<file path="src/rtl/mlrr_pkg.sv">
package mlrr_pkg;

    localparam int MAX_ENTRIES_DEF = 64;
    localparam int NUM_LEVELS_DEF  = 4;
    localparam int ID_BITS_DEF     = 16;

    // request kinds
    localparam logic [1:0] REQ_ADD    = 2'd0;
    localparam logic [1:0] REQ_REMOVE = 2'd1;
    localparam logic [1:0] REQ_NEXT   = 2'd2;
    localparam logic [1:0] REQ_RSVD   = 2'd3;   // unused code, answered with no effect

    localparam int IN_TDATA_W  = 24;
    localparam int OUT_TDATA_W = 24;

endpackage

</file>
<file path="src/rtl/mlrr_ram.sv">
module mlrr_ram #(
    parameter int WIDTH = 8,
    parameter int DEPTH = 64
) (
    input  logic                     i_clk,
    input  logic                     i_we,
    input  logic [$clog2(DEPTH)-1:0] i_waddr,
    input  logic [WIDTH-1:0]         i_wdata,
    input  logic [$clog2(DEPTH)-1:0] i_raddr,
    output logic [WIDTH-1:0]         o_rdata
);

    logic [WIDTH-1:0] r_mem [DEPTH];

    always_ff @(posedge i_clk) begin
        if (i_we) begin
            r_mem[i_waddr] <= i_wdata;
        end
        o_rdata <= r_mem[i_raddr];
    end

endmodule

</file>
<file path="src/rtl/multilevel_round_robin_scheduler.sv">
// Multilevel round-robin scheduler: NUM_LEVELS FIFO lists of process ids share a pool of
// MAX_ENTRIES entries held in one synchronous RAM (id, next link, prev link per entry), with
// the used bit of each entry in a second one-bit RAM. After reset a clearing pass over all
// MAX_ENTRIES entries zeroes the used bits; s_axis_tready stays low until it ends. Requests
// arrive on the s_axis port, one result per request leaves on m_axis. An add takes the
// lowest free entry (found by a scan of the used bits, a read and a check per entry) and
// appends it. A remove walks the lists level by level, head to tail, one RAM read per entry,
// skipping empty levels. A next grants the head of the current level; when the granted
// process is not alone in its level it is rotated: unlinked and appended again at the tail.
// Every link read and link write goes through the one-read one-write entry RAM. The list
// heads and tails reset in flip-flops. A new request is taken only in the idle state while
// the output register is empty or being drained.
module multilevel_round_robin_scheduler #(
    parameter int MAX_ENTRIES = mlrr_pkg::MAX_ENTRIES_DEF,
    parameter int NUM_LEVELS  = mlrr_pkg::NUM_LEVELS_DEF,
    parameter int ID_BITS     = mlrr_pkg::ID_BITS_DEF
) (
    input  logic                              i_clk,
    input  logic                              i_rst_n,
    input  logic                              s_axis_tvalid,
    output logic                              s_axis_tready,
    // [1:0] req_type, [17:2] proc_id, [20:18] prio_level, zero fill
    input  logic [mlrr_pkg::IN_TDATA_W-1:0]   s_axis_tdata,
    output logic                              m_axis_tvalid,
    input  logic                              m_axis_tready,
    // [15:0] granted_id, [16] success, [19:17] time_quantum, [20] any_waiting, zero fill
    output logic [mlrr_pkg::OUT_TDATA_W-1:0]  m_axis_tdata
);

    localparam int AW = $clog2(MAX_ENTRIES);
    localparam int LW = (NUM_LEVELS > 1) ? $clog2(NUM_LEVELS) : 1;
    localparam int PW = AW + 1;                 // link width, empty marker = MAX_ENTRIES
    localparam int RW = ID_BITS + 2 * PW;       // ram word: id, next, prev
    localparam logic [PW-1:0] EMPTY = PW'(MAX_ENTRIES);

    // sequencer states
    localparam logic [3:0] S_IDLE   = 4'd0;
    localparam logic [3:0] S_SCAN   = 4'd1;   // add: read used bit
    localparam logic [3:0] S_APPW   = 4'd2;   // write own word
    localparam logic [3:0] S_TAILR  = 4'd3;   // read old tail
    localparam logic [3:0] S_TAILW  = 4'd4;   // write old tail next
    localparam logic [3:0] S_WALKR  = 4'd5;   // remove: read cur
    localparam logic [3:0] S_WALKC  = 4'd6;   // compare
    localparam logic [3:0] S_PREVR  = 4'd7;   // unlink: read prev
    localparam logic [3:0] S_PREVW  = 4'd8;
    localparam logic [3:0] S_NXTR   = 4'd9;   // unlink: read next
    localparam logic [3:0] S_NXTW   = 4'd10;
    localparam logic [3:0] S_DONE   = 4'd11;
    localparam logic [3:0] S_HEADR  = 4'd12;  // next: read head
    localparam logic [3:0] S_HEADC  = 4'd13;
    localparam logic [3:0] S_SCANC  = 4'd14;  // add: check used bit
    localparam logic [3:0] S_CLR    = 4'd15;  // clearing pass after reset

    logic [3:0]           r_state, n_state;
    logic [PW-1:0]        r_head [NUM_LEVELS];
    logic [PW-1:0]        r_tail [NUM_LEVELS];
    logic [LW-1:0]        r_lptr;
    logic [AW-1:0]        r_clr;        // clearing pass address
    logic [1:0]           r_req;
    logic [ID_BITS-1:0]   r_id;
    logic [LW-1:0]        r_lvl;
    logic [AW-1:0]        r_slot;       // entry under work
    logic [AW:0]          r_cnt;        // scan count
    logic [RW-1:0]        r_word;       // captured word of r_slot
    logic                 r_rot;        // unlink is part of a rotate
    logic                 r_ovalid;
    logic [23:0]          r_odata;

    logic                 ram_we;
    logic [AW-1:0]        ram_waddr, ram_raddr;
    logic [RW-1:0]        ram_wdata, ram_rdata;

    logic                 used_we;
    logic [AW-1:0]        used_waddr, used_raddr;
    logic                 used_wdata, used_rdata;

    mlrr_ram #(.WIDTH(RW), .DEPTH(MAX_ENTRIES)) u_ram (
        .i_clk  (i_clk),
        .i_we   (ram_we),
        .i_waddr(ram_waddr),
        .i_wdata(ram_wdata),
        .i_raddr(ram_raddr),
        .o_rdata(ram_rdata)
    );

    // one used bit per entry
    mlrr_ram #(.WIDTH(1), .DEPTH(MAX_ENTRIES)) u_used (
        .i_clk  (i_clk),
        .i_we   (used_we),
        .i_waddr(used_waddr),
        .i_wdata(used_wdata),
        .i_raddr(used_raddr),
        .o_rdata(used_rdata)
    );

    // word fields
    logic [ID_BITS-1:0] rd_id;
    logic [PW-1:0]      rd_next, rd_prev, w_next, w_prev;
    assign rd_id   = ram_rdata[ID_BITS-1:0];
    assign rd_next = ram_rdata[ID_BITS +: PW];
    assign rd_prev = ram_rdata[ID_BITS+PW +: PW];
    assign w_next  = r_word[ID_BITS +: PW];
    assign w_prev  = r_word[ID_BITS+PW +: PW];

    logic any_wait;
    always_comb begin
        any_wait = 1'b0;
        for (int l = 0; l < NUM_LEVELS; l++) begin
            if (r_head[l] != EMPTY) begin
                any_wait = 1'b1;
            end
        end
    end

    // input fields
    logic [1:0]         in_req;
    logic [ID_BITS-1:0] in_id;
    logic [2:0]         in_prio;
    logic [31:0]        in_id_ext;
    assign in_req    = s_axis_tdata[1:0];
    assign in_id_ext = {16'd0, s_axis_tdata[17:2]};
    assign in_id     = in_id_ext[ID_BITS-1:0];
    assign in_prio   = s_axis_tdata[20:18];

    assign s_axis_tready = (r_state == S_IDLE) && (!r_ovalid || m_axis_tready);
    assign m_axis_tvalid = r_ovalid;
    assign m_axis_tdata  = r_odata;

    logic          do_out;
    logic          o_ok;
    logic [31:0]   o_gid;
    logic [2:0]    o_q;
    logic          aw_after;

    // quantum for level r_lvl, saturated to 7
    logic [2:0] qv;
    always_comb begin
        if ((NUM_LEVELS - 32'(r_lvl)) > 7) begin
            qv = 3'd7;
        end else begin
            qv = 3'((NUM_LEVELS - 32'(r_lvl)));
        end
    end

    logic [LW-1:0] lvl_inc;
    always_comb begin
        if (32'(r_lvl) == NUM_LEVELS - 1) begin
            lvl_inc = '0;
        end else begin
            lvl_inc = r_lvl + LW'(1);
        end
    end

    logic [PW-1:0] slot_p;
    assign slot_p = {1'b0, r_slot};

    always_ff @(posedge i_clk) begin
        if (!i_rst_n) begin
            r_state  <= S_CLR;
            r_ovalid <= 1'b0;
            r_lptr   <= '0;
            r_clr    <= '0;
            for (int l = 0; l < NUM_LEVELS; l++) begin
                r_head[l] <= EMPTY;
                r_tail[l] <= EMPTY;
            end
        end else begin
            r_state <= n_state;
            if (m_axis_tready) begin
                r_ovalid <= 1'b0;
            end
            if (do_out) begin
                r_ovalid <= 1'b1;
            end
            // head/tail, clearing address and level pointer updates
            case (r_state)
                S_CLR: begin
                    r_clr <= r_clr + 1'b1;
                end
                S_APPW: begin
                    r_tail[r_lvl] <= slot_p;
                    if (r_tail[r_lvl] == EMPTY) begin
                        r_head[r_lvl] <= slot_p;
                    end
                end
                S_PREVW: begin
                    if (w_prev == EMPTY) begin
                        r_head[r_lvl] <= w_next;
                    end
                end
                S_NXTW: begin
                    if (w_next == EMPTY) begin
                        r_tail[r_lvl] <= w_prev;
                    end
                end
                S_HEADC: begin
                    r_lptr <= lvl_inc;
                end
                default: begin
                end
            endcase
        end
    end

    // sequencer
    always_comb begin
        n_state    = r_state;
        do_out     = 1'b0;
        o_ok       = 1'b0;
        o_gid      = '0;
        o_q        = '0;
        aw_after   = any_wait;
        ram_we     = 1'b0;
        ram_waddr  = r_slot;
        ram_wdata  = r_word;
        ram_raddr  = r_slot;
        used_we    = 1'b0;
        used_waddr = r_slot;
        used_wdata = 1'b0;
        used_raddr = r_cnt[AW-1:0];
        case (r_state)
            S_CLR: begin
                used_we    = 1'b1;
                used_waddr = r_clr;
                if (r_clr == AW'(MAX_ENTRIES - 1)) begin
                    n_state = S_IDLE;
                end
            end
            S_IDLE: begin
                if (s_axis_tvalid && s_axis_tready) begin
                    if (in_req == mlrr_pkg::REQ_ADD) begin
                        if (in_prio >= 3'd1 && 32'(in_prio) <= NUM_LEVELS) begin
                            n_state = S_SCAN;
                        end else begin
                            do_out = 1'b1;
                        end
                    end else if (in_req == mlrr_pkg::REQ_REMOVE) begin
                        if (any_wait) begin
                            n_state = S_WALKR;
                        end else begin
                            do_out = 1'b1;
                        end
                    end else if (in_req == mlrr_pkg::REQ_NEXT) begin
                        if (any_wait) begin
                            n_state = S_HEADR;
                        end else begin
                            do_out = 1'b1;
                        end
                    end else begin
                        do_out = 1'b1;
                    end
                end
            end
            S_SCAN: begin
                // pool full once every entry has been checked
                if (r_cnt == (AW+1)'(MAX_ENTRIES)) begin
                    do_out  = 1'b1;
                    n_state = S_IDLE;
                end else begin
                    n_state = S_SCANC;
                end
            end
            S_SCANC: begin
                if (!used_rdata) begin
                    n_state = S_APPW;
                end else begin
                    n_state = S_SCAN;
                end
            end
            S_APPW: begin
                ram_we     = 1'b1;
                ram_wdata  = {r_tail[r_lvl], EMPTY, r_id};
                ram_raddr  = r_tail[r_lvl][AW-1:0];
                used_we    = 1'b1;
                used_wdata = 1'b1;
                if (r_tail[r_lvl] == EMPTY) begin
                    n_state = S_DONE;
                end else begin
                    n_state = S_TAILR;
                end
            end
            S_TAILR: begin
                ram_raddr = r_word[ID_BITS+PW +: AW];
                n_state   = S_TAILW;
            end
            S_TAILW: begin
                ram_we    = 1'b1;
                ram_waddr = r_word[ID_BITS+PW +: AW];
                ram_wdata = {rd_prev, slot_p, rd_id};
                n_state   = S_DONE;
            end
            S_WALKR: begin
                // skip empty levels, miss after the last one
                if (r_head[r_lvl] == EMPTY) begin
                    if (32'(r_lvl) == NUM_LEVELS - 1) begin
                        do_out  = 1'b1;
                        n_state = S_IDLE;
                    end
                end else begin
                    n_state = S_WALKC;
                end
            end
            S_WALKC: begin
                if (rd_id == r_id) begin
                    n_state = S_PREVR;
                end else if (rd_next == EMPTY && 32'(r_lvl) == NUM_LEVELS - 1) begin
                    // end of the last list, no match
                    do_out  = 1'b1;
                    n_state = S_IDLE;
                end else begin
                    n_state = S_WALKR;
                end
            end
            S_PREVR: begin
                ram_raddr = w_prev[AW-1:0];
                n_state   = S_PREVW;
            end
            S_PREVW: begin
                if (w_prev != EMPTY) begin
                    ram_we    = 1'b1;
                    ram_waddr = w_prev[AW-1:0];
                    ram_wdata = {rd_prev, w_next, rd_id};
                end
                n_state = S_NXTR;
            end
            S_NXTR: begin
                ram_raddr = w_next[AW-1:0];
                n_state   = S_NXTW;
            end
            S_NXTW: begin
                if (w_next != EMPTY) begin
                    ram_we    = 1'b1;
                    ram_waddr = w_next[AW-1:0];
                    ram_wdata = {w_prev, rd_next, rd_id};
                end
                if (r_rot) begin
                    n_state = S_APPW;
                end else begin
                    n_state = S_DONE;
                end
            end
            S_DONE: begin
                do_out  = 1'b1;
                o_ok    = 1'b1;
                n_state = S_IDLE;
                if (r_req == mlrr_pkg::REQ_NEXT) begin
                    o_gid = 32'(r_id);
                    o_q   = qv;
                end
                if (r_req == mlrr_pkg::REQ_REMOVE) begin
                    // head/tail already updated, used bit clears this cycle
                    aw_after = any_wait;
                    used_we  = 1'b1;
                end
            end
            S_HEADR: begin
                ram_raddr = r_head[r_lvl][AW-1:0];
                if (r_head[r_lvl] != EMPTY) begin
                    n_state = S_HEADC;
                end
            end
            S_HEADC: begin
                if (r_head[r_lvl] == r_tail[r_lvl]) begin
                    n_state = S_DONE;
                end else begin
                    n_state = S_PREVR;
                end
            end
            default: begin
                n_state = S_IDLE;
            end
        endcase
    end

    // datapath registers
    always_ff @(posedge i_clk) begin
        case (r_state)
            S_IDLE: begin
                r_req  <= in_req;
                r_id   <= in_id;
                r_cnt  <= '0;
                r_rot  <= 1'b0;
                r_lvl  <= LW'(in_prio - 3'd1);
                if (in_req == mlrr_pkg::REQ_NEXT) begin
                    r_lvl <= r_lptr;
                end else if (in_req == mlrr_pkg::REQ_REMOVE) begin
                    r_lvl  <= '0;
                    r_slot <= r_head[0][AW-1:0];
                end
            end
            S_SCANC: begin
                r_slot <= r_cnt[AW-1:0];
                r_cnt  <= r_cnt + 1'b1;
            end
            S_APPW: begin
                r_word <= {r_tail[r_lvl], EMPTY, r_id};
            end
            S_WALKR: begin
                // skip empty lists
                if (r_head[r_lvl] == EMPTY) begin
                    r_lvl  <= lvl_inc;
                    r_slot <= r_head[lvl_inc][AW-1:0];
                end
            end
            S_WALKC: begin
                r_word <= ram_rdata;
                if (rd_id != r_id) begin
                    if (rd_next != EMPTY) begin
                        r_slot <= rd_next[AW-1:0];
                    end else begin
                        r_lvl  <= lvl_inc;
                        r_slot <= r_head[lvl_inc][AW-1:0];
                    end
                end
            end
            S_HEADR: begin
                r_slot <= r_head[r_lvl][AW-1:0];
                if (r_head[r_lvl] == EMPTY) begin
                    r_lvl <= lvl_inc;
                end
            end
            S_HEADC: begin
                r_word <= ram_rdata;
                r_id   <= rd_id;
                r_rot  <= 1'b1;
            end
            default: begin
            end
        endcase
        if (do_out) begin
            r_odata <= {3'd0, aw_after, o_q, o_ok, o_gid[15:0]};
        end
    end

endmodule
</file>
<file path="config.mk">
export PLATFORM = sky130hd
export DESIGN_NAME = multilevel_round_robin_scheduler
export DESIGN_NICKNAME = d
export VERILOG_FILES = /design/src/rtl/mlrr_pkg.sv /design/src/rtl/mlrr_ram.sv /design/src/rtl/multilevel_round_robin_scheduler.sv
export SDC_FILE = /design/constraint.sdc
export NUM_CORES = 2
export LEC_CHECK = 0
export BUFFER_PORTS_ARGS = -buffer_cell sky130_fd_sc_hd__buf_2
export CAP_MARGIN = 20
export CELL_PAD_IN_SITES_DETAIL_PLACEMENT = 1
export CELL_PAD_IN_SITES_GLOBAL_PLACEMENT = 1
export CORE_ASPECT_RATIO = 0.6
export CORE_MARGIN = 4
export CORE_UTILIZATION = 45
export CTS_CLUSTER_SIZE = 30
export DETAILED_ROUTE_END_ITERATION = 7
export PLACE_DENSITY_LB_ADDON = 0.1
export SYNTH_ARGS = -nofsm -noshare
export SYNTH_HDL_FRONTEND = slang
export SYNTH_SLANG_ARGS = --single-unit
</file>
<file path="constraint.sdc">
create_clock -name i_clk -period 10.9 [get_ports i_clk]
set_clock_uncertainty 0.05 [all_clocks]
set_input_delay 2.18 -clock i_clk [delete_from_list [all_inputs] [get_ports i_clk]]
set_output_delay 2.18 -clock i_clk [all_outputs]
set_load 0.005 [all_outputs]
</file>
==> Word-level counts from Yosys, hierarchy flattened <==
Memory sizes are Yosys's and may differ from the RTL's. A register that Yosys moved wholly into a read port is not among the register bits.
Cells that the tools add are included.
{ "word_totals": {"ff_bits": 98, "latch_bits": 0, "mem_bits_rw": 2040, "romBits": 0, "in_bits": 28, "out_inout_bits": 26, "word_cells": 203, "memories": 4} }
{ "mem_list": {"columns": ["name", "words", "width", "read_ports", "rd_ports_with_merged_regs", "write_ports", "line_no", "rtl"], "rows": [
  ["u_ram.r_mem", 64, 30, 1, 1, 1, "mlrr_ram.sv:13", "logic [WIDTH-1:0] r_mem [DEPTH];"],
  ["u_used.r_mem", 64, 1, 1, 1, 1, "mlrr_ram.sv:13", null],
  ["r_head", 4, 7, 6, 1, 4, "multilevel_round_robin_scheduler.sv:55", "logic [PW-1:0] r_head [NUM_LEVELS];"],
  ["r_tail", 4, 7, 1, 1, 4, "multilevel_round_robin_scheduler.sv:56", "logic [PW-1:0] r_tail [NUM_LEVELS];"]
]} }
{ "classes": {"add_sub_neg": 5, "n_mul": 0, "div": 0, "order_cmp": 3, "n_eq_ne": 52, "shifts": 0, "mux": 99, "n_bitwise": 2, "n_reduce_logical": 25} }
{ "ops": {"columns": ["cell", "count"], "rows": [
  ["30-bit case mux with 4 select lines", 1],
  ["4-bit case mux with 16 select lines", 1],
  ["4-bit 2-to-1 mux", 15],
  ["30-bit case mux with 2 select lines", 1],
  ["7-bit inequality test (second input constant)", 8],
  ["6-bit 2-to-1 mux", 8],
  ["1-bit 2-to-1 mux", 43],
  ["7-bit == test (second input constant)", 6],
  ["4-bit == test (second input constant)", 8],
  ["32-bit by 3-bit > comparator with 1-bit output (second input constant)", 1],
  ["16-bit case mux with 2 select lines", 1],
  ["30-bit 2-to-1 mux", 1],
  ["6-bit case mux with 5 select lines", 1],
  ["7-bit 2-to-1 mux", 4],
  ["6-bit case mux with 4 select lines", 1],
  ["23-bit 2-to-1 mux", 1],
  ["2-bit 2-to-1 mux", 11],
  ["6-bit case mux with 3 select lines", 1],
  ["16-bit == test", 1],
  ["4-bit by 3-bit == test with 1-bit output (second input constant)", 4],
  ["16-bit inequality test", 1],
  ["7-bit case mux with 2 select lines", 1],
  ["7-bit OR reduction", 2],
  ["2-bit inequality test (second input constant)", 6],
  ["other kinds (37)", 58]
]} }

==> Logic depth before layout (Yosys ltp) <==
An unclocked memory read counts as a cell.
{ "logic_depth": {"depth_word": 13, "depth_mapped": 14, "ltp_nobuf": 9} }

==> By module <==
Synthesis repeated with hierarchy kept, for this count alone.
{ "hier_totals": {"cells_unflattened": 4347, "area_unflattened_um2": 85917.4} }
{ "modules_own_cells": {"columns": ["mod", "instances", "cells_per_inst", "area_per_inst_um2", "seq_area_each_um2"], "rows": [
  ["mlrr_ram at u_ram", 1, 3323, 74146.1, 58255.9],
  ["multilevel_round_robin_scheduler", 1, 820, 8857.2, 4534.3],
  ["mlrr_ram at u_used", 1, 204, 2914.0, 1941.9]
]} }

==> Worst setup path after synthesis <==
Ideal clock, no wire load.
{ "synth_path": {"path_kind": "register -> register", "start": "register r_word[26]", "end": "memory u_ram.r_mem[0][29] (netlist bit) (data pin)", "setup_time_ps": 720, "arrival_time_ps": 4385, "required_ps": 10130, "path_slack_ps": 5745, "stages_incl_launch_ff": 6, "n_path_buf": 0, "synth_period_minus_slack_ps": 5155, "path_cell_list": "edfxtp_1 or4b_2 nor4_1 o21a_1 a31oi_1 o31ai_1"} }
{ "synth_via": {"elab_chain_len": 3} }
{ "synth_lines": {"columns": ["item", "line_no", "rtl"], "rows": [
  ["start, declared", "multilevel_round_robin_scheduler.sv:64", "logic [RW-1:0] r_word;"],
  ["start signal, assigned", "multilevel_round_robin_scheduler.sv:396", "r_word <= {r_tail[r_lvl], EMPTY, r_id};"],
  ["start signal, assigned", "multilevel_round_robin_scheduler.sv:406", "r_word <= ram_rdata;"],
  ["start signal, assigned", "multilevel_round_robin_scheduler.sv:423", "r_word <= ram_rdata;"],
  ["7-bit inequality test", "multilevel_round_robin_scheduler.sv:319", "if (w_prev != EMPTY) begin"],
  ["30-bit 2-to-1 mux", "multilevel_round_robin_scheduler.sv:319", null],
  ["30-bit case mux with 4 select lines", "multilevel_round_robin_scheduler.sv:221", "case (r_state)"],
  ["via ram_wdata[29]", "multilevel_round_robin_scheduler.sv:71", "logic [RW-1:0] ram_wdata, ram_rdata;"],
  ["end, declared", "mlrr_ram.sv:13", null]
]} }
The timed path passes the listed nets, and every way through them passes these cells.

==> Worst setup path after layout <==
{ "layout_path": {"start": "register r_state[1]", "end": "register u_ram.o_rdata[15] (read register of u_ram.r_mem)"} }
{ "layout_via": {"elab_chain_len": 3, "elab_cells_between_ends": 7, "classes_between": "eq/ne (5); mux (1); reduce/logical (1)"} }
{ "layout_lines": {"columns": ["item", "line_no", "rtl"], "rows": [
  ["start, declared", "multilevel_round_robin_scheduler.sv:54", "logic [3:0] r_state, n_state;"],
  ["start signal, assigned", "multilevel_round_robin_scheduler.sv:168", "r_state <= n_state;"],
  ["4-bit by 3-bit == test with 1-bit output / 4-bit by 2-bit == test with 1-bit output (equally long branches)", "multilevel_round_robin_scheduler.sv:221", null],
  ["2-bit OR reduction (no source line)", null, null],
  ["6-bit case mux with 4 select lines *", "multilevel_round_robin_scheduler.sv:221", null],
  ["end, declared", "mlrr_ram.sv:10", "output logic [WIDTH-1:0] o_rdata"]
]} }
Every way passes the cells marked *; elsewhere a longest branch is shown, timed or not.
A chain may end at the register's enable or synchronous reset.

==> impl_metrics.tcl <==
set metrics [dict create \
    min_period_ps 6067 \
    holdPathEnd "r_lptr[0]" \
    overflow 0 \
    initial_utilization_pct 45.52 \
    syn_area_um2 87160 \
    fp.dieH_um 348.9 \
    grt_pass1_wl_um 379300 \
    cp_max_fo 130 \
    route.met2.wl_um 113700 \
    reg2reg_depth 13 \
    rsz0062_at_grt "no" \
    vdd_ir_drop_max_v 0.0003675 \
    worst_slack_ps 4833 \
    hold_class "reg2reg" \
    numPortBuffers 47 \
    cts_root_buffer "clkbuf_16" \
    grt_max_degree 131 \
    dpl.cell_count 7496 \
    required_ps 11560 \
    place_ws_ps 4941 \
    routed.top_layer "met5" \
    crit_path_max_incr_delay_ps 940 \
    slowest_stage "dfxtp_1" \
    critPathTopFamily "buffers and inverters" \
    setup.worst_path.start_class "register" \
    drt-wirelength-per-cell_um 33.99 \
    crit_path_start "r_state[1]" \
    fillers 17507 \
    setup_viol 0 \
    synth_cell_type_count 79 \
    cts_resized 0 \
    fin_tns_setup_ps 0 \
    gp_congestion 0.8484 \
    r2r_start "r_state[1]" \
    syn_area_per_cell_um2 17.35 \
    final_cells 7868 \
    cts.sinks 2171 \
    p_leak_nw 31.30 \
    worst_path_most_repeated_cell "buf_4" \
    area_growth_pct 12.19 \
    cp_num_buf_inv 5 \
    slew_violations 0 \
    violations "design-rule violations" \
    tightestPinTransition_ps 1300 \
    layout.nets 5167 \
    hpwl_um 153000 \
    fp.dieW_um 576.2 \
    wl_met3_um 24000 \
    fin_crit_sh_pct 55.66 \
    pin_count 54 \
    reg2reg_setup_slack_ps 4830 \
    ctsHoldBuffers 0 \
    hold_path_startpoint "r_lptr[0]" \
    cts_htree_levels 4 \
    drt-total-wl_um 267400 \
    vias 50534 \
    synth_top_flop_cell "edfxtp_1" \
    clock.fmax_mhz 164.8 \
    fp.dieArea_um2 201000 \
    synth_warnings 0 \
    tritoncts "done" \
    first_iter_violations 7000 \
    r2r_end "u_ram.o_rdata[15]" \
    drive_above_1_share_pct 19.12 \
    antenna_found_initial 21 \
    via_per_inst 6.423 \
    drt_first_pass_iters 8 \
    syn_inst 5024 \
    seq_area_frac_synth_pct 74.27 \
    drc 2 \
    gr-usage-all-layers_pct 26.21 \
    synth_edf_count 2125 \
    total_power_mw 32.59 \
    hold_violations 0 \
    rows 124 \
    coreArea_um2 191500 \
    whs_path_depth 2 \
    crit_arrival_ps 6720 \
    synth_seq_cells 2171 \
    clk_path_buf_depth 4 \
    path_cells "nor4b_4 -> buf_4 -> a22oi_2 -> o21ai_4 -> buf_4 -> and2_4 -> buf_4 -> buf_12 -> mux4_2 -> a22oi_1 -> a21oi_1 -> buf_4 -> a211o_1" \
    max_slew_margin_pct 13.20 \
    grt_pass1_vias 49927 \
    async_reset_ff_share_pct 0 \
    cts_setup_buffers 0 \
    cts_made_buffers 205 \
    ant_nets 0 \
    cap_violations 0 \
    hold_ws_ps 418.4 \
    crit_type "reg2reg" \
    crit_path_end_kind "register" \
    clkTransAtPathRegs_ps 60 \
    outcome "finished with violations" \
    p_per_area_nw_per_um2 333.2 \
    insertion_delay_ps 840 \
    wl_met1_um 124800 \
]
[routing by layer]
layer  vias up  global-route usage [%]
li1      20717                       -
met1     27181                   42.40
met3       334                   4.900
met5         -                       0
met2      2294                   37.05
met4         8                   5.014
[worst max path at each step]
stage | endpoint | slack [ps] | depth (start not counted)
after CTS | u_ram.o_rdata[15] | 4930 | 13
after global placement | u_ram.o_rdata[23] | 4700 | 12
after global routing | u_ram.o_rdata[12] | 4530 | 12
after floorplan | u_ram.r_mem[0][29] | 5740 | 5
after detailed placement | u_ram.o_rdata[15] | 4940 | 13
final | u_ram.o_rdata[15] | 4830 | 13
[worst register-to-register path: cells and delay by family, from the launching register on]
family / cells / cell delay [ps]
DFF: 1 / 940
and+or+nand+nor: 2 / 1110
muxes: 1 / 640
AOI/OAI and AO/OA: 5 / 1020
buffers and inverters: 5 / 2180
[sequential cells by signal, indices dropped and copies added (netlist names), 4 cells and up, named ones only]
name           count
r_cnt              7
m_axis_tdata      21
r_head            28
u_ram.o_rdata     30
r_clr              6
u_ram.r_mem     1920
r_word            30
u_used.r_mem      64
r_id              16
r_state            4
r_slot             6
r_tail            28
[per-stage QoR]
| step | instance area (µm²) | utilization (%) |
|---|---|---|
| after detailed placement | 91320 | 47.70 |
| after CTS | 97630 | 50.99 |
| after global placement | 91270 | 47.67 |
| after global routing | 97760 | 51.06 |
| final | 97780 | 51.07 |
| after floorplan | 87160 | - |
[cells in the final DEF, fill, tap and decap left out, types with 27 or more instances in the layout]
cell / count
buf_4: 185
a211oi_1: 258
clkbuf_1: 55
nor2_4: 66
nand2_1: 254
dfxtp_1: 46
a311oi_1: 60
nor2_1: 151
and3_1: 306
o21ai_0: 133
mux4_2: 281
nand3_1: 49
a22oi_1: 124
o31a_1: 31
a221oi_1: 32
a21oi_1: 77
mux2i_1: 103
xnor2_1: 29
a2111oi_0: 41
a211o_1: 31
inv_1: 28
clkbuf_16: 210
clkinv_2: 38
mux2_2: 27
a31o_1: 52
buf_2: 50
edfxtp_1: 2125
and2_1: 39
[area by class of cell]
cell class / instances / area, µm² / share of cell area, %
clock inverters: 84 / 721.9 / 0.7383
diodes: 7 / 17.52 / 0.01791
multi-input cells: 2443 / 21330 / 21.81
clock buffers: 274 / 5585 / 5.712
inverters: 52 / 195.2 / 0.1996
well taps: 2583 / 3232 / 3.305
repair buffers: 254 / 1971 / 2.015
flip-flops and latches: 2171 / 64730 / 66.20
[synthesized netlist by cell type, types with 46 or more instances]
library cell  count  share of area, %
a31o_1           52              0.52
a22oi_1         124               1.1
mux2i_1         103               1.2
a311oi_1         60              0.60
nand3_1          49              0.28
and3_1          306               2.2
nor2_1          222              0.96
a21oi_1          77              0.44
edfxtp_1       2125                73
inv_1            52              0.22
o21ai_0         133              0.76
buf_2            95              0.55
a211oi_1        259               2.2
nand2_1         257               1.1
mux4_2          281               7.3
a2111oi_0        59              0.59
dfxtp_1          46               1.1
clkbuf_1        219              0.94
[where the power goes]
group,leakage (nW),internal [mW],switching (mW)
Combinational,8.63,4.54,10.0
Clock,3.10,3.87,3.08
Sequential,19.6,10.7,0.367
[cells by family after synthesis]
kind of cell / Yosys count / synth area share [%]
mux: 411 / 8.793
buf+inv: 412 / 2.122
other cells: 1 / 0.004303
flops: 2171 / 74.27
xor+xnor: 34 / 0.3417
compound gates: 1002 / 8.662
fa+ha+maj: 12 / 0.1723
simple gates: 981 / 5.635
Note: power is estimated with default switching activity, not from simulation.
